$ cat config.mk
export PLATFORM = sky130hd
export DESIGN_NAME = thda_front
export DESIGN_NICKNAME = d
export VERILOG_FILES = /design/src/hdl/thda_pkg.sv /design/src/hdl/thda_front.sv
export SDC_FILE = /design/constraint.sdc
export NUM_CORES = 1
export LEC_CHECK = 0
export BUFFER_PORTS_ARGS = -buffer_cell sky130_fd_sc_hd__buf_2
export CAP_MARGIN = 0
export CORE_MARGIN = 1.5
export CORE_UTILIZATION = 46
export CTS_CLUSTER_DIAMETER = 80
export DETAILED_ROUTE_END_ITERATION = 8
export GPL_TIMING_DRIVEN = 1
export PLACE_DENSITY = 0.78
export SLEW_MARGIN = 20
export SYNTH_ARGS = -nofsm -noshare
export SYNTH_HDL_FRONTEND = slang
export SYNTH_SLANG_ARGS = --single-unit
$ cat constraint.sdc
create_clock -name clk -period 3 [get_ports clk]
set_clock_uncertainty 0.15 [all_clocks]
set_input_delay 0.45 -clock clk [delete_from_list [all_inputs] [get_ports clk]]
set_output_delay 0.45 -clock clk [all_outputs]
set_load 0.05 [all_outputs]
$ cat src/hdl/thda_pkg.sv
package thda_pkg;

	localparam int LON_W = 25;
	localparam int LAT_W = 24;
	localparam int LEG_W = 25;
	localparam int TOT_W = 32;
	localparam int RAD_W = 23;

	localparam int CORDIC_STEPS_DEF = 24;
	localparam int ITER_W = 5;
	localparam int SQRT_STEPS = 31;

	localparam int QUEUE_DEPTH = 2;

	// datapath width of the cordic and multiplier operands
	localparam int CW = 34;
	localparam int ANG_W = 27;
	localparam int SQ_W = 62;
	localparam int REM_W = 61;
	localparam int A_W = 31;

	localparam logic [RAD_W-1:0] RADIUS_RESET = 23'd6378137;

	localparam logic signed [ANG_W-1:0] FULL_TURN = 27'sd47185920;
	localparam logic signed [ANG_W-1:0] HALF_TURN = 27'sd23592960;
	localparam logic signed [ANG_W-1:0] NEG_HALF_TURN = -27'sd23592960;
	localparam logic signed [ANG_W-1:0] QUARTER_TURN = 27'sd11796480;
	localparam logic signed [ANG_W-1:0] NEG_QUARTER_TURN = -27'sd11796480;

	localparam logic signed [CW-1:0] DEG_TO_RAD = 34'sd18740330;
	localparam logic signed [CW-1:0] CORDIC_GAIN = 34'sd652032874;
	localparam logic signed [CW:0] ONE_Q30 = 35'sd1073741824;
	localparam logic [A_W-1:0] ONE_A = 31'h40000000;

	localparam logic [LEG_W-1:0] LEG_MAX = 25'h1FFFFFF;
	localparam logic [TOT_W-1:0] TOT_MAX = 32'hFFFFFFFF;

	typedef struct packed {
		logic signed [LON_W-1:0] lon;
		logic signed [LAT_W-1:0] lat;
		logic signed [LON_W-1:0] plon;
		logic signed [LAT_W-1:0] plat;
		logic first;
		logic signed [LON_W-1:0] mid_lon;
		logic signed [LAT_W-1:0] mid_lat;
	} cmd_t;

	function automatic logic signed [CW-1:0] atan_q30(input logic [ITER_W-1:0] idx);
		logic signed [CW-1:0] r;
		case (idx)
			5'd0: r = 34'sd843314856;
			5'd1: r = 34'sd497837829;
			5'd2: r = 34'sd263043836;
			5'd3: r = 34'sd133525158;
			5'd4: r = 34'sd67021686;
			5'd5: r = 34'sd33543515;
			5'd6: r = 34'sd16775850;
			5'd7: r = 34'sd8388437;
			5'd8: r = 34'sd4194282;
			5'd9: r = 34'sd2097149;
			5'd10: r = 34'sd1048575;
			5'd11: r = 34'sd524287;
			5'd12: r = 34'sd262143;
			5'd13: r = 34'sd131071;
			5'd14: r = 34'sd65535;
			5'd15: r = 34'sd32767;
			5'd16: r = 34'sd16383;
			5'd17: r = 34'sd8191;
			5'd18: r = 34'sd4095;
			5'd19: r = 34'sd2047;
			5'd20: r = 34'sd1023;
			5'd21: r = 34'sd511;
			5'd22: r = 34'sd255;
			5'd23: r = 34'sd127;
			5'd24: r = 34'sd63;
			5'd25: r = 34'sd31;
			5'd26: r = 34'sd15;
			5'd27: r = 34'sd7;
			5'd28: r = 34'sd3;
			5'd29: r = 34'sd1;
			default: r = '0;
		endcase
		return r;
	endfunction

endpackage

$ cat src/hdl/thda_front.sv
module thda_front (
	input  logic clk,
	input  logic arst_n,
	input  logic in_valid,
	output logic in_stall,
	input  logic signed [thda_pkg::LON_W-1:0] lon_deg,
	input  logic signed [thda_pkg::LAT_W-1:0] lat_deg,
	input  logic track_start,
	input  logic q_full,
	output logic push_valid,
	output thda_pkg::cmd_t push_cmd
);

	logic signed [thda_pkg::LON_W-1:0] prev_lon_q;
	logic signed [thda_pkg::LAT_W-1:0] prev_lat_q;
	logic have_prev_q;
	logic first;
	logic signed [thda_pkg::LON_W:0] sum_lon;
	logic signed [thda_pkg::LAT_W:0] sum_lat;

	assign in_stall = q_full;
	assign push_valid = in_valid && !q_full;
	assign first = track_start || !have_prev_q;

	assign sum_lon = {lon_deg[thda_pkg::LON_W-1], lon_deg}
		+ {prev_lon_q[thda_pkg::LON_W-1], prev_lon_q};
	assign sum_lat = {lat_deg[thda_pkg::LAT_W-1], lat_deg}
		+ {prev_lat_q[thda_pkg::LAT_W-1], prev_lat_q};

	always_comb begin
		push_cmd.lon = lon_deg;
		push_cmd.lat = lat_deg;
		push_cmd.plon = prev_lon_q;
		push_cmd.plat = prev_lat_q;
		push_cmd.first = first;
		// floor of the half sum is the upper bits of the sum
		push_cmd.mid_lon = first ? lon_deg : sum_lon[thda_pkg::LON_W:1];
		push_cmd.mid_lat = first ? lat_deg : sum_lat[thda_pkg::LAT_W:1];
	end

	always_ff @(posedge clk or negedge arst_n) begin
		if (!arst_n) begin
			prev_lon_q <= '0;
			prev_lat_q <= '0;
			have_prev_q <= 1'b0;
		end else if (push_valid) begin
			prev_lon_q <= lon_deg;
			prev_lat_q <= lat_deg;
			have_prev_q <= 1'b1;
		end
	end

endmodule

* Word-level counts from Yosys, hierarchy flattened *
Cells that the tools add are included.

word-level totals
  bits in latches = 0
  bits in registers = 50
  memories = 0
  bits of input ports = 54
  word-level logic and storage cells = 11
  memory bits (writable) = 0
  output and inout port bits = 150
  ROM bits = 0

cells by class
  $mul = 0
  divide/modulo/power cells = 0
  $lt $le $gt $ge = 0
  reduce and logical (&&, ||, !) cells = 4
  equal/unequal tests = 0
  $add $sub $neg = 2
  multiplexer cells = 2
  shifts and indexed selects = 0
  bitwise logic cells = 0

operators with widths
  operator             number
  $add A25 B25 Y26     1
  $add A24 B24 Y25     1
  $mux W25             1
  $mux W24             1
  $logic_not A1 Y1     2
  $logic_and A1 B1 Y1  1
  $logic_or A1 B1 Y1   1

* Logic depth before layout (Yosys ltp) *
  depth after elaboration = 3
  depth in mapped cells = 8

* Worst setup path after synthesis *
OpenSTA, ideal clock, no wires.

  path type = register -> output
  start = register prev_lon_q[0] (netlist name)
  end = output port push_cmd[45] (netlist name)
  stages on the path, launching flop included = 9
  arrival time = 3.661 ns
  slack = -1.261 ns
  path buffers = 0
  path through = dfrtp_1 and2_1 fa_1 a211oi_1 nor3_1 o311a_1 a21o_1 a21oi_1 o311ai_0

RTL lines
  item                      RTL line          RTL
  start: declaration        thda_front.sv:14  logic signed [thda_pkg::LON_W-1:0] prev_lon_q;
  start signal: assignment  thda_front.sv:47  prev_lon_q <= lon_deg;
  end: declaration          thda_front.sv:11  output thda_pkg::cmd_t push_cmd

==> impl_results.md <==
- Status: finished, violations left
- Violated checks: setup timing
- Count of nets left with antenna violations after detail routing: 0
- Clock-pin transition on the worst setup and hold timing paths: 80 ps
- Setup slack of the critical path after layout: -404 ps
- Die ar.: 12700 µm²
- Count of vias placed by the detailed router: 6363
- Antenna violations before repair: 1
- Nature of the critical path endpoint: output port
- Area share of the largest cell type after synthesis: 0.227
- Fin crit period: 3400 ps
- Global-route wire length before repair: 28700 µm
- Maximum number of pins on one net before global-route repair: 51
- Count of routing violations after the opening detailed-route iteration: 352
- Std-Cell Rows: 39
- Slew at the pin closest to its max-slew limit: 630 ps
- Power share of the sequential group: 0.156
- First-pass detailed-route iteration total: 5
- Tcrit/Tclk final: 1.13
- Total number of clock tree sinks: 50
- CTS tree: done
- Total net switching power: 2.75 mW
- Flip-flop cell with the highest count after synthesis: sky130_fd_sc_hd__dfrtp_1
- Worst-case hold slack: 8.61 ps
- CP startpoint kind: flop
- Die span in x: 113 µm
- Int Power: 2.79 mW
- H-tree depth reported by CTS: 2
- Initial Util: 0.478
- Share of async-settable or async-resettable flops after synthesis: 1.00
- Register cell area after layout: 1270 µm²
- Max-cap violation count: 0
- Yosys cell types: 68
- Critical-path top delay cell: sky130_fd_sc_hd__a221o_2
- Sum of overflow across all layers after global routing: 0
- Proportion of power drawn by combinational gates: 0.702
- Number of warnings printed during yosys synthesis: 0
- Vias per cell: 5.86
- Residual DRC count: 0
- Total power divided by cell area: 632 nW/µm²
- Synth Cell Area: 5520 µm²
- Unrepaired setup endpoints after global routing: yes
- Average detailed-routed wire length per instance: 17.8 µm
- Root buffer cell: sky130_fd_sc_hd__clkbuf_16
- Routability Congestion: 0.903
- Latest clock arrival within the worst-skew pair: 300 ps
- Number of failing setup endpoints in the final timing report: 33
- Count of flip-flops with a built-in enable after synthesis: 0
- Largest stage delay, worst path: 410 ps
- Arrival time worst endpoint: 2800 ps
- Post-cts hold buffer count: 0
- I/O pin total: 204
- Layout cells sized above 1: 0.584
- Fillers: 795
- NumNets Final: 1043
- Via count of the first global-routing pass: 5959
- Tot GR Track Use: 0.279
- Die outline height: 113 µm
- Sum of net half-perimeters after detailed placement: 13100 µm
- Synth Register Bits: 50
- Switching Fraction: 0.496
- Leakage power of the design: 4.02 nW
- Register area share after synthesis: 0.227
- Maximum clock path buffer count: 2
- Overall power after layout: 5.55 mW
- Avg Synthesized Cell Area: 8.28 µm²
- Hold WC Path Type: primary input to asynchronous set/reset pin
- Footprint of the multi-input gates: 4600 µm²
- Maximum fanout along the worst path: 3
- Worst vdd ir: 412 µV
- Final-report max-slew violation count: 0
- Number of buffers inserted by port buffering: 203
- Cell count after synthesis: 667
- Area added between synthesis and finish: 59.0%
- Setup TNS: -7960 ps
- Share of power burned in the clock network: 0.142
- Achievable clock frequency: 294 MHz
- Sequence of cells on the critical path: and2_4, fa_2, a21o_1, a221o_2, nor4_4, o31a_2, nor3_2, or3_4, buf_8
- Top cells by area, synth: sky130_fd_sc_hd__dfrtp_1 23%, sky130_fd_sc_hd__ha_1 11%, sky130_fd_sc_hd__mux2_2 10%, sky130_fd_sc_hd__buf_4 6.9%, sky130_fd_sc_hd__nand2_1 5.5%
- Final-report hold violation count: 0
- Syn Nets: 770
- Cell accounting for the most synthesized area: sky130_fd_sc_hd__dfrtp_1
- Relative slew slack: 0.580
- Total Routed Length: 19400 µm
- Placeable Area: 11600 µm²
- CP Class: flop to output port
- Required time at the worst-slack endpoint: 2400 ps
- Cts bufs inserted: 5
[metrics by stage]
step | setup WS, ps | cell area [µm²] | utilization | instances
floorplan | -228 | 5840 | - | 667
global placement | -325 | 7500 | 0.648 | 1057
detailed placement | -309 | 7500 | 0.648 | 1057
CTS | -386 | 8290 | 0.716 | 1075
global route | -487 | 8780 | 0.759 | 1085
finish | -404 | 8780 | 0.759 | 1085
[cells in the final DEF (no fill, tap or decap), drive strengths merged, types with 3 or more instances in the layout]
| master | netlist | final |
|---|---|---|
| clkbuf | 20 | 6 |
| nand2 | 81 | 81 |
| o21a | 6 | 6 |
| o2111a | 4 | 4 |
| ha | 47 | 47 |
| buf | 65 | 351 |
| nor2b | 5 | 5 |
| a221o | 4 | 4 |
| a211o | 6 | 6 |
| o211ai | 7 | 7 |
| o31a | 3 | 3 |
| inv | 16 | 16 |
| a31oi | 8 | 8 |
| o21bai | 3 | 3 |
| xor2 | 7 | 7 |
| nand2b | 7 | 7 |
| a211oi | 9 | 9 |
| a21oi | 47 | 47 |
| a21o | 12 | 12 |
| o21ai | 50 | 50 |
| nor3 | 14 | 14 |
| and3 | 7 | 7 |
| xnor2 | 19 | 19 |
| mux2 | 49 | 49 |
| nand4 | 13 | 13 |
| or3 | 5 | 5 |
| and2 | 4 | 4 |
| o2111ai | 4 | 4 |
| dfrtp | 50 | 50 |
| nand3 | 19 | 19 |
| nor4 | 5 | 5 |
| o31ai | 7 | 7 |
| o311ai | 4 | 4 |
| mux2i | 3 | 3 |
| nor2 | 27 | 27 |
| a2111oi | 3 | 3 |
[per-layer routing]
layer,vias to the layer above,share of wire,track usage
met1,3039,0.41,0.345
met2,289,0.51,0.486
met5,-,0,0
met3,56,0.053,0.0432
met4,0,0.032,0.110
li1,2979,-,-
[critical path, delay by kind of cell (launching register included)]
family | cells | cell delay, ps
compound gates | 3 | 820
flops | 1 | 400
simple gates | 4 | 790
buf+inv | 1 | 160
fa+ha+maj | 1 | 340
[Yosys cell counts (all sizes together) (7+ instances only)]
| library cell | count |
|---|---|
| xor2 | 7 |
| clkbuf | 20 |
| nand4 | 13 |
| buf | 65 |
| a211oi | 9 |
| a21oi | 47 |
| nand3 | 19 |
| o211ai | 7 |
| a21o | 12 |
| a31oi | 8 |
| ha | 47 |
| mux2 | 49 |
| dfrtp | 50 |
| nand2b | 7 |
| nor2 | 27 |
| o21ai | 50 |
| o31ai | 7 |
| inv | 16 |
| xnor2 | 19 |
| and3 | 7 |
| nor3 | 14 |
| nand2 | 81 |
[cell type report]
| cell class | count | area share |
|---|---|---|
| multi-input combinational | 515 | 0.524 |
| timing repair buffer | 351 | 0.280 |
| sequential | 50 | 0.145 |
| tap | 143 | 0.0204 |
| clock buffer | 6 | 0.0158 |
| inverter | 17 | 0.00741 |
| clock inverter | 2 | 0.00684 |
| antenna | 1 | 0.000285 |
[kinds of logic (layout without fill, tap and decap cells)]
group | Yosys count | in the layout | synth area share
other | 0 | 1 | 0
adders and majority gates | 49 | 49 | 0.114
AOI/OAI and AO/OA | 194 | 194 | 0.234
muxes | 52 | 52 | 0.105
DFF | 50 | 50 | 0.227
buffers and inverters | 102 | 376 | 0.112
xor gates and xnor gates | 26 | 26 | 0.0412
and+or+nand+nor | 194 | 194 | 0.167
[path summary, 6_finish.rpt]
check                                           from                    endpoint  slack [ps]  cells after the start
max                        prev_lat_q[0]$_DFFE_PN0P_                push_cmd[17]        -400                      9
max in group asynchronous                     arst_n  prev_lat_q[17]$_DFFE_PN0P_        2000                      2
min reg2reg                  have_prev_q$_DFFE_PN0P_     have_prev_q$_DFFE_PN0P_         340                      1
max reg2reg                prev_lat_q[1]$_DFFE_PN0P_   prev_lat_q[1]$_DFFE_PN0P_        1800                      3
min                                           arst_n  prev_lat_q[14]$_DFFE_PN0P_           9                      1
min in group clk                         lat_deg[23]  prev_lat_q[23]$_DFFE_PN0P_         280                      2
[sequential cells by signal (all words and copies together), names as in the netlist]
| register | flops |
|---|---|
| prev_lon_q | 25 |
| have_prev_q | 1 |
| prev_lat_q | 24 |
[timing repair]
action,in CTS,in global routing
resized for setup,120,72
pin swaps,43,53
setup endpoints to repair,35,39
buffers inserted,10,10
[power groups by stage]
| stage | registers (mW) | logic [mW] | clock network (mW) |
|---|---|---|---|
| 2_1_floorplan | 1.21 | 1.98 | 0 |
| 3_3_place_gp | 0.861 | 3.19 | 0 |
| 3_5_place_dp | 0.866 | 3.22 | 0 |
| 4_1_cts | 0.855 | 3.55 | 0.801 |
| 5_1_grt | 0.877 | 4.09 | 0.822 |
| 6_report | 0.864 | 3.90 | 0.788 |
Power figures use the tool's default switching activity.
