### config.mk
export PLATFORM = sky130hd
export DESIGN_NAME = thda_queue
export DESIGN_NICKNAME = d
export VERILOG_FILES = /design/src/hdl/thda_pkg.sv /design/src/hdl/thda_queue.sv
export SDC_FILE = /design/constraint.sdc
export NUM_CORES = 1
export LEC_CHECK = 0
export BUFFER_PORTS_ARGS = -buffer_cell sky130_fd_sc_hd__clkbuf_2
export CAP_MARGIN = 40
export CORE_ASPECT_RATIO = 0.6
export CORE_MARGIN = 2
export CORE_UTILIZATION = 55
export CTS_CLUSTER_DIAMETER = 60
export DETAILED_ROUTE_END_ITERATION = 7
export GPL_TIMING_DRIVEN = 0
export PLACE_DENSITY = 0.83
export SLEW_MARGIN = 10
export SYNTH_ARGS = -nofsm -noshare
export SYNTH_HDL_FRONTEND = slang
export SYNTH_SLANG_ARGS = --single-unit
export TNS_END_PERCENT = 50
### constraint.sdc
create_clock -name clk -period 17.4 [get_ports clk]
set_input_delay 0.87 -clock clk [delete_from_list [all_inputs] [get_ports clk]]
set_output_delay 0.87 -clock clk [all_outputs]
set_load 0.01 [all_outputs]
### src/hdl/thda_pkg.sv
package thda_pkg;

	localparam int LON_W = 25;
	localparam int LAT_W = 24;
	localparam int LEG_W = 25;
	localparam int TOT_W = 32;
	localparam int RAD_W = 23;

	localparam int CORDIC_STEPS_DEF = 24;
	localparam int ITER_W = 5;
	localparam int SQRT_STEPS = 31;

	localparam int QUEUE_DEPTH = 2;

	// datapath width of the cordic and multiplier operands
	localparam int CW = 34;
	localparam int ANG_W = 27;
	localparam int SQ_W = 62;
	localparam int REM_W = 61;
	localparam int A_W = 31;

	localparam logic [RAD_W-1:0] RADIUS_RESET = 23'd6378137;

	localparam logic signed [ANG_W-1:0] FULL_TURN = 27'sd47185920;
	localparam logic signed [ANG_W-1:0] HALF_TURN = 27'sd23592960;
	localparam logic signed [ANG_W-1:0] NEG_HALF_TURN = -27'sd23592960;
	localparam logic signed [ANG_W-1:0] QUARTER_TURN = 27'sd11796480;
	localparam logic signed [ANG_W-1:0] NEG_QUARTER_TURN = -27'sd11796480;

	localparam logic signed [CW-1:0] DEG_TO_RAD = 34'sd18740330;
	localparam logic signed [CW-1:0] CORDIC_GAIN = 34'sd652032874;
	localparam logic signed [CW:0] ONE_Q30 = 35'sd1073741824;
	localparam logic [A_W-1:0] ONE_A = 31'h40000000;

	localparam logic [LEG_W-1:0] LEG_MAX = 25'h1FFFFFF;
	localparam logic [TOT_W-1:0] TOT_MAX = 32'hFFFFFFFF;

	typedef struct packed {
		logic signed [LON_W-1:0] lon;
		logic signed [LAT_W-1:0] lat;
		logic signed [LON_W-1:0] plon;
		logic signed [LAT_W-1:0] plat;
		logic first;
		logic signed [LON_W-1:0] mid_lon;
		logic signed [LAT_W-1:0] mid_lat;
	} cmd_t;

	function automatic logic signed [CW-1:0] atan_q30(input logic [ITER_W-1:0] idx);
		logic signed [CW-1:0] r;
		case (idx)
			5'd0: r = 34'sd843314856;
			5'd1: r = 34'sd497837829;
			5'd2: r = 34'sd263043836;
			5'd3: r = 34'sd133525158;
			5'd4: r = 34'sd67021686;
			5'd5: r = 34'sd33543515;
			5'd6: r = 34'sd16775850;
			5'd7: r = 34'sd8388437;
			5'd8: r = 34'sd4194282;
			5'd9: r = 34'sd2097149;
			5'd10: r = 34'sd1048575;
			5'd11: r = 34'sd524287;
			5'd12: r = 34'sd262143;
			5'd13: r = 34'sd131071;
			5'd14: r = 34'sd65535;
			5'd15: r = 34'sd32767;
			5'd16: r = 34'sd16383;
			5'd17: r = 34'sd8191;
			5'd18: r = 34'sd4095;
			5'd19: r = 34'sd2047;
			5'd20: r = 34'sd1023;
			5'd21: r = 34'sd511;
			5'd22: r = 34'sd255;
			5'd23: r = 34'sd127;
			5'd24: r = 34'sd63;
			5'd25: r = 34'sd31;
			5'd26: r = 34'sd15;
			5'd27: r = 34'sd7;
			5'd28: r = 34'sd3;
			5'd29: r = 34'sd1;
			default: r = '0;
		endcase
		return r;
	endfunction

endpackage

### src/hdl/thda_queue.sv
module thda_queue (
	input  logic clk,
	input  logic arst_n,
	input  logic push_valid,
	input  thda_pkg::cmd_t push_cmd,
	output logic q_full,
	input  logic q_pop,
	output logic q_valid,
	output thda_pkg::cmd_t q_cmd
);

	localparam int PW = $clog2(thda_pkg::QUEUE_DEPTH);

	thda_pkg::cmd_t mem_q [thda_pkg::QUEUE_DEPTH];
	logic [PW-1:0] wr_ptr_q;
	logic [PW-1:0] rd_ptr_q;
	logic [PW:0] cnt_q;
	logic push;
	logic pop;

	assign q_full = cnt_q == (PW+1)'(thda_pkg::QUEUE_DEPTH);
	assign q_valid = cnt_q != '0;
	assign q_cmd = mem_q[rd_ptr_q];
	assign push = push_valid && !q_full;
	assign pop = q_pop && q_valid;

	always_ff @(posedge clk) begin
		if (push) begin
			mem_q[wr_ptr_q] <= push_cmd;
		end
	end

	always_ff @(posedge clk or negedge arst_n) begin
		if (!arst_n) begin
			wr_ptr_q <= '0;
			rd_ptr_q <= '0;
			cnt_q <= '0;
		end else begin
			if (push) begin
				wr_ptr_q <= wr_ptr_q + 1'b1;
			end
			if (pop) begin
				rd_ptr_q <= rd_ptr_q + 1'b1;
			end
			case ({push, pop})
				2'b10: cnt_q <= cnt_q + 1'b1;
				2'b01: cnt_q <= cnt_q - 1'b1;
				default: cnt_q <= cnt_q;
			endcase
		end
	end

endmodule

## Word-level counts from Yosys, hierarchy flattened

Memories as Yosys holds them, arrays and structs flattened.
Index checks and enable logic that the tools add are counted.
Widths: inputs -> output; s select.

- Register bits: 4
- Memory bits (writable): 296
- Bits of input ports: 152
- Logic and storage cells: 19
- Memories kept: 1

- Add/sub/neg operators: 4
- Eq/ne operators: 3
- Mux-type cells: 3
- Reduce and logical (&&, ||, !) cells: 5

Memories:

| memory | words | width | rd ports | clocked after memory_dff | write ports | line | RTL |
|---|---|---|---|---|---|---|---|
| mem_q | 2 | 148 | 1 | 0 | 1 | thda_queue.sv:14 | `thda_pkg::cmd_t mem_q [thda_pkg::QUEUE_DEPTH];` |

Operators by type and width:

| operator | number |
|---|---|
| $eq 2x2->1 const B | 2 |
| $pmux 2 s2 | 1 |
| $reduce_bool 2->1 | 2 |
| $add 1x1->1 const B | 2 |
| $add 2x1->2 const B | 1 |
| $eq 2x1->1 const B | 1 |
| $logic_and 1x1->1 | 2 |
| $mux 1 | 2 |
| $sub 2x1->2 const B | 1 |
| $logic_not 1->1 | 1 |

## Logic depth before layout (Yosys ltp)

Gate-level depths: netlist (run 1).

- Depth in word-level cells: 5
- Mapped depth: 6

## Least setup slack after synthesis (run 1)

OpenSTA, ideal clock, no wires.

- Path kind: input to register
- Start: input port push_valid
- End: memory mem_q[0][0] (netlist name), enable pin
- Data arrival time: 7,108 ps
- Required time: 16,743 ps
- Path slack: 9,635 ps
- Stages: 2
- Buffers on the path: 0
- Cells stage by stage: nand2_1 > nor2_1

- Longest elaborated chain between the ends: 3

RTL lines:

| element | line | RTL |
|---|---|---|
| from (decl) | thda_queue.sv:4 | `input logic push_valid,` |
| $logic_and 1x1->1 | thda_queue.sv:24 | `assign push = push_valid && !q_full;` |
| $mux 1 | thda_queue.sv:28 | `if (push) begin` |
| $mux 1 (implied by the code) | thda_queue.sv:29 | `mem_q[wr_ptr_q] <= push_cmd;` |
| to (decl) | thda_queue.sv:14 |  |

No other way between the ends.

==> results of run 1 <==
[routing by layer]
| metal | wire length, um | up-vias |
|---|---|---|
| met1 | 8550 | 2823 |
| li1 | - | 2577 |
| met4 | 294 | 0 |
| met3 | 2090 | 21 |
| met5 | 0 | - |
| met2 | 11000 | 229 |
[path summary, 6_finish.rpt]
kind | start | slack [ns] | endpoint | cells after the start
max in group asynchronous | arst_n | 17.12 | cnt_q[1] | 1
hold reg to reg | cnt_q[1] | 0.50 | cnt_q[1] | 1
hold / removal | arst_n | 0.14 | rd_ptr_q | 1
setup reg to reg | cnt_q[0] | 14.77 | mem_q[0][30] | 7
min in group clk | cnt_q[1] | 0.50 | cnt_q[1] | 1
setup / recovery | rd_ptr_q | 14.67 | q_cmd[96] | 5
[flip-flops by register name, summed over array words and instances, names as in the netlist]
name and count:
mem_q 296, cnt_q 2, rd_ptr_q 1, wr_ptr_q 1
[synthesized netlist by cell type]
master    instances
nor2_1            2
nand2b_1          1
nand2_1           1
and3_1            1
ha_1              1
inv_1             1
mux2_4          101
xnor2_1           3
edfxtp_1        296
and2_1            1
or2_2             1
buf_2             3
dfrtp_1           4
xor2_1            2
buf_6            14
mux2_2           47
[worst register-to-register path, cell delays in order, from the launching register on]
cell,delay (ns)
dfrtp_1,0.41
nand2b_1,0.17
nand2_1,0.16
nor2_4,0.67
buf_12,0.28
buf_16,0.20
buf_12,0.23
buf_16,0.20
[cells by family (layout without fill, tap and decap cells)]
group / count (synthesis) / in the layout / synth area share
multiplexers: 148 / 148 / 0.181
other: 0 / 1 / 0
XOR/XNOR: 5 / 5 / 0.00387
AND/OR/NAND/NOR: 7 / 7 / 0.00321
flip-flops: 300 / 300 / 0.795
adder cells (fa/ha/maj): 1 / 1 / 0.00111
buffers and inverters: 18 / 371 / 0.0156
[power by group]
part / total [mW] / internal [mW] / switching, mW / leakage [nW]
logic: 0.816 / 0.405 / 0.410 / 2.48
clock network: 0.533 / 0.296 / 0.237 / 0.381
registers: 1.03 / 0.986 / 0.0415 / 2.80
total: 2.38 / 1.69 / 0.689 / 5.66
[metrics by stage]
step	util	instance area [um2]	total power [mW]	worst slack [ns]
5_1_grt	0.704	14100	2.48	14.59
3_5_place_dp	0.664	13300	1.87	14.37
6_report	0.704	14100	2.38	14.67
3_3_place_gp	0.655	13200	1.86	7.01
2_1_floorplan	-	11300	1.59	9.63
4_1_cts	0.703	14100	2.40	14.63
[area by class of cell]
| cell class | count | area, um2 |
|---|---|---|
| multi-input combinational | 161 | 2150 |
| timing repair buffer | 308 | 1680 |
| sequential | 300 | 8990 |
| fill | 1238 | 5950 |
| buffer | 17 | 173 |
| tap | 273 | 342 |
| clock inverter | 14 | 92.6 |
| clock buffer | 31 | 691 |
| inverter | 1 | 3.75 |
| antenna | 1 | 2.50 |
==> run_results.csv, run 1 <==
group,metric,value,unit
outcome,status,"completed",
drt,viasPerCell,5.11,
hold_path,min_path_type,"input port to asynchronous set/reset pin",
critical_path,cpMostUsedCell,"buf_6",
floorplan,die_width,189,um
cts,h-tree-depth,1,
drt,drc,0,
timing,fin_crit,2.73,ns
critical_path,crit_chain,"buf_6 -> buf_6 -> buf_6 -> mux2_4 -> clkbuf_2",
yosys,ys_top_cells_by_area,"edfxtp_1, mux2_4, mux2_2",
timing,rsz0062_at_grt,"false",
placement,place.gp.congestion,0.841,
placement,dp_cells,1060,
timing,timing.hold.ws,0.145,ns
yosys,synth.distinct_cells,16,
cts,cts_buffers,26,
cells_and_area,num-nets-final,968,
floorplan,fp.dieH,115,um
critical_path,cp-end-kind,"output port",
drt,routed_wl,21.9,mm
floorplan,rows,40,
critical_path,crit_buf_inv,4,
power_and_ir_drop,power.density,168,nW/um2
timing,tns,0,ns
cts,path_clk_slew,0.07,ns
cts,clk_latency,0.51,ns
timing,finClkSkew,0.0122,ns
yosys,avgSynthCellArea,23.6,um2
yosys,synth_fp_nets,632,
global_routing,grt_use_met3,0.0672,
cells_and_area,final_common_cell,"clkbuf_2",
critical_path,crit_required,16.53,ns
timing,max_freq,366,MHz
critical_path,crit_slowest_cell,"dfrtp_1",
power_and_ir_drop,power.leakage,5.66,nW
cells_and_area,syn2layout_area_growth,24.9,%
yosys,synth-seq-area-share,0.795,
cts,post_cts_resized,0,
global_routing,first_global_vias,5890,
cts,post_cts.repair.setup_buffers,0,
global_routing,antenna_found_initial,1,
yosys,syn_inst,479,
timing,slew_headroom,0.443,
cts,clk_path_buf_depth,3,
global_routing,grt_overflow,0,
drt,drt_iter0_drc,318,
global_routing,use_met2,0.336,
power_and_ir_drop,max-vdd-ir-drop,0.000115,V
yosys,synth_top_area_share,0.786,
floorplan,ios,302,
floorplan,core,20100,um2
yosys,ys_ff_latch,300,
cells_and_area,mostFrequentLayoutCells,"clkbuf_2, edfxtp_1, mux2_4",
drt,final_antenna_net_count,0,
placement,hpwl,15.8,mm
critical_path,critical_path_class,"register to output port",
global_routing,gr-usage-all-layers,0.196,
cells_and_area,stdcell_count,1106,
drt,drtPass1Iterations,4,
cts,cts_root_buf,"clkbuf_16",
critical_path,critPathTopFamily,"buffers and inverters",
yosys,yosys_warnings,0,
placement,io_buffer_count,301,
critical_path,max_stage_delay,0.34,ns
cells_and_area,drive_above_1_share,0.614,
floorplan,die_area,21800,um2
yosys,netlist_area,11300,um2
timing,finalHoldViolCount,0,
run,maxCapViolations,0,
timing,slew_viol_final,0,
critical_path,cp.arrival,1.86,ns
cts,ctsHoldBuffers,0,
cts,cts_tree,"done",
timing,worst-slew-pin-transition,0.834,ns
cts,cts_sinks,300,
timing,setup_viol,0,
drt,wl_per_cell,19.8,um
yosys,yosys.area.top_type,"edfxtp_1",
timing,min_period_over_period,0.157,
critical_path,worst_setup_path_start_kind,"register",
global_routing,grtUsageMet1,0.246,
critical_path,cp_max_fo,10,
drt,routed-via-count,5650,
global_routing,grt_start_max_net_pins,61,
global_routing,grt-busiest-layer,"met2",
global_routing,grt_pass1_wl,32.4,mm
floorplan,start_util,0.563,
Power figures use the tool's default switching activity.
==> inputs of run 2 (changes only) <==
--- a/config.mk
+++ b/config.mk
@@ -9,11 +9,11 @@
 export CAP_MARGIN = 40
 export CORE_ASPECT_RATIO = 0.6
 export CORE_MARGIN = 2
-export CORE_UTILIZATION = 55
+export CORE_UTILIZATION = 47
 export CTS_CLUSTER_DIAMETER = 60
 export DETAILED_ROUTE_END_ITERATION = 7
 export GPL_TIMING_DRIVEN = 0
-export PLACE_DENSITY = 0.83
+export PLACE_DENSITY = 0.75
 export SLEW_MARGIN = 10
 export SYNTH_ARGS = -nofsm -noshare
 export SYNTH_HDL_FRONTEND = slang
==> constraint.sdc (replaced) <==
create_clock -name clk -period 2.31 [get_ports clk]
set_input_delay 0.1155 -clock clk [delete_from_list [all_inputs] [get_ports clk]]
set_output_delay 0.1155 -clock clk [all_outputs]
set_load 0.01 [all_outputs]
==> run 2 against run 1 <==
  * Sequential share of layout area is 6.8 points lower
  * Register-to-register slack worse by 14 ns
  * Total power grew to 7.9 times the previous value
  * Critical path type unchanged
  * Critical endpoint is now q_cmd[66]
  * Highest routed layer unchanged
==> run_results.csv, run 2 (synthesis results as in run 1) <==
group,metric,value,unit
drt,wl_met1,10.1,mm
timing,fin_crit,2.01,ns
placement,hpwl,15.1,mm
floorplan,rows,43,
floorplan,core,23300,um2
power_and_ir_drop,p_switching,5.48,mW
cells_and_area,syn2layout_area_growth,39.9,%
timing,setup_viol,0,
floorplan,ios,302,
cells_and_area,regMostFlops,"mem_q",
power_and_ir_drop,power.leakage,6.37,nW
drt,top_layer,"met4",
placement,place.gp.congestion,0.739,
global_routing,gr-usage-all-layers,0.190,
timing,slew_viol_final,0,
power_and_ir_drop,power.density,1180,nW/um2
critical_path,critical_path_class,"register to output port",
drt,routed-via-count,6298,
drt,viasPerCell,4.81,
timing,rsz0062_at_grt,"false",
global_routing,first_global_vias,6540,
power_and_ir_drop,power.internal,13.3,mW
cts,cts_root_buf,"clkbuf_16",
critical_path,cp_max_fo,10,
timing,fin_ws,0.302,ns
cts,cts_tree,"done",
cts,clk_latency,0.53,ns
timing,finClkSkew,0.0176,ns
power_and_ir_drop,max-vdd-ir-drop,0.000811,V
drt,dr_wl_met2,11.9,mm
global_routing,grt_overflow,0,
critical_path,crit_required,2.19,ns
timing,slew_headroom,0.595,
power_and_ir_drop,clockPowerShare,0.239,
timing,timing.hold.ws,0.312,ns
drt,final_antenna_net_count,0,
cells_and_area,mostFrequentLayoutCells,"clkbuf_2, edfxtp_1, dlygate4sd3_1",
drt,routed_wl,24.8,mm
cells_and_area,fin_util,0.677,
global_routing,antenna_found_initial,2,
cells_and_area,fin_area,15800,um2
cells_and_area,drive_above_1_share,0.524,
cts,post_cts_resized,0,
power_and_ir_drop,seq_power_share,0.413,
global_routing,grt_pass1_wl,36.6,mm
placement,place_ws,0.0980,ns
critical_path,worst_setup_path_start_kind,"register",
hold_path,min_path_type,"input port to register",
timing,tns,0,ns
drt,wl_per_cell,18.9,um
cts,h-tree-depth,1,
cells_and_area,largest_reg_flops,296,
drt,drtPass1Iterations,4,
drt,drc,0,
cells_and_area,num-fill-cells,1504,
timing,finalHoldViolCount,0,
floorplan,start_util,0.484,
timing,max_freq,498,MHz
cells_and_area,reg_top3,"mem_q x296, cnt_q x2",
cts,cts_sinks,300,
placement,io_buffer_count,301,
floorplan,die_area,25300,um2
floorplan,die_width,204,um
timing,worst-slew-pin-transition,0.608,ns
floorplan,fp.dieH,124,um
power_and_ir_drop,switching_share,0.292,
run,maxCapViolations,0,
power_and_ir_drop,comb_power_share,0.347,
cts,clk_path_buf_depth,3,
cells_and_area,num-nets-final,1124,
critical_path,cp.arrival,1.89,ns
outcome,status,"completed",
cells_and_area,final_common_cell,"clkbuf_2",
placement,dpl-instance-area,13400,um2
drt,wl_met3,2.29,mm
global_routing,grt_start_max_net_pins,58,
cts,path_clk_slew,0.07,ns
critical_path,cp-end-kind,"output port",
timing,min_period_over_period,0.869,
drt,drt_iter0_drc,301,
cts,cts_buffers,27,
-- run 2: changes by cell type in the layout (fill, tap and decap cells not counted), sizes merged --
cell / before / now
inv: 1 / 3
diode: 1 / 3
bufinv: 1 / 4
clkinvlp: 2 / 0
clkbuf: 332 / 333
dlygate4sd3: 0 / 152
buf: 24 / 27
-- run 2: cell type report --
| cell class | count | area, um2 | area share |
|---|---|---|---|
| flip-flops and latches | 300 | 8990 | 0.568 |
| repair buffers | 463 | 3210 | 0.203 |
| well taps | 315 | 394 | 0.0249 |
| plain buffers | 17 | 173 | 0.0109 |
| clock buffers | 32 | 694 | 0.0439 |
| clock inverters | 17 | 185 | 0.0117 |
| diodes | 3 | 7.51 | 0.000475 |
| inverters | 1 | 3.75 | 0.000237 |
| multi-input cells | 161 | 2170 | 0.137 |
-- run 2: final timing paths --
kind	from	endpoint	slack [ns]	depth (start not counted)
hold / removal	push_cmd[59]	mem_q[0][59]	0.31	2
setup / recovery	rd_ptr_q	q_cmd[66]	0.30	5
hold reg to reg	cnt_q[1]	cnt_q[1]	0.56	1
setup reg to reg	cnt_q[0]	mem_q[1][91]	0.35	3
min in group asynchronous	arst_n	wr_ptr_q	0.52	3
max in group asynchronous	arst_n	cnt_q[0]	1.60	3
-- run 2: critical path, cell delays in order (launching register included) --
cell	delay [ns]
dfrtp_1	0.34
buf_6	0.12
buf_6	0.20
buf_6	0.23
mux2_4	0.31
clkbuf_2	0.16
-- run 2: per-layer routing --
metal | up-vias | GRT usage
met5 | - | 0
met4 | 0 | 0.0417
met3 | 35 | 0.0667
met2 | 272 | 0.319
met1 | 3094 | 0.241
li1 | 2897 | -
-- run 2: stage by stage --
stage | power, mW | instances
final | 18.7 | 1309
after global routing | 19.6 | 1308
after CTS | 18.8 | 1303
after detailed placement | 14.1 | 1102
after global placement | 14.0 | 1095
after floorplan | 11.9 | 479
-- run 2: repair_timing --
item,in CTS,in global routing
endpoints found under the setup margin,0,29
hold buffers,152,0
hold endpoints to repair,302,0
setup buffers,0,3
-- run 2: power by group through the flow --
stage | registers (mW) | logic [mW] | clock network, mW
final | 7.74 | 6.51 | 4.49
after global routing | 7.84 | 6.95 | 4.81
after CTS | 7.72 | 6.51 | 4.55
after detailed placement | 7.84 | 6.28 | 0
after global placement | 7.93 | 6.03 | 0
after floorplan | 7.84 | 4.02 | 0
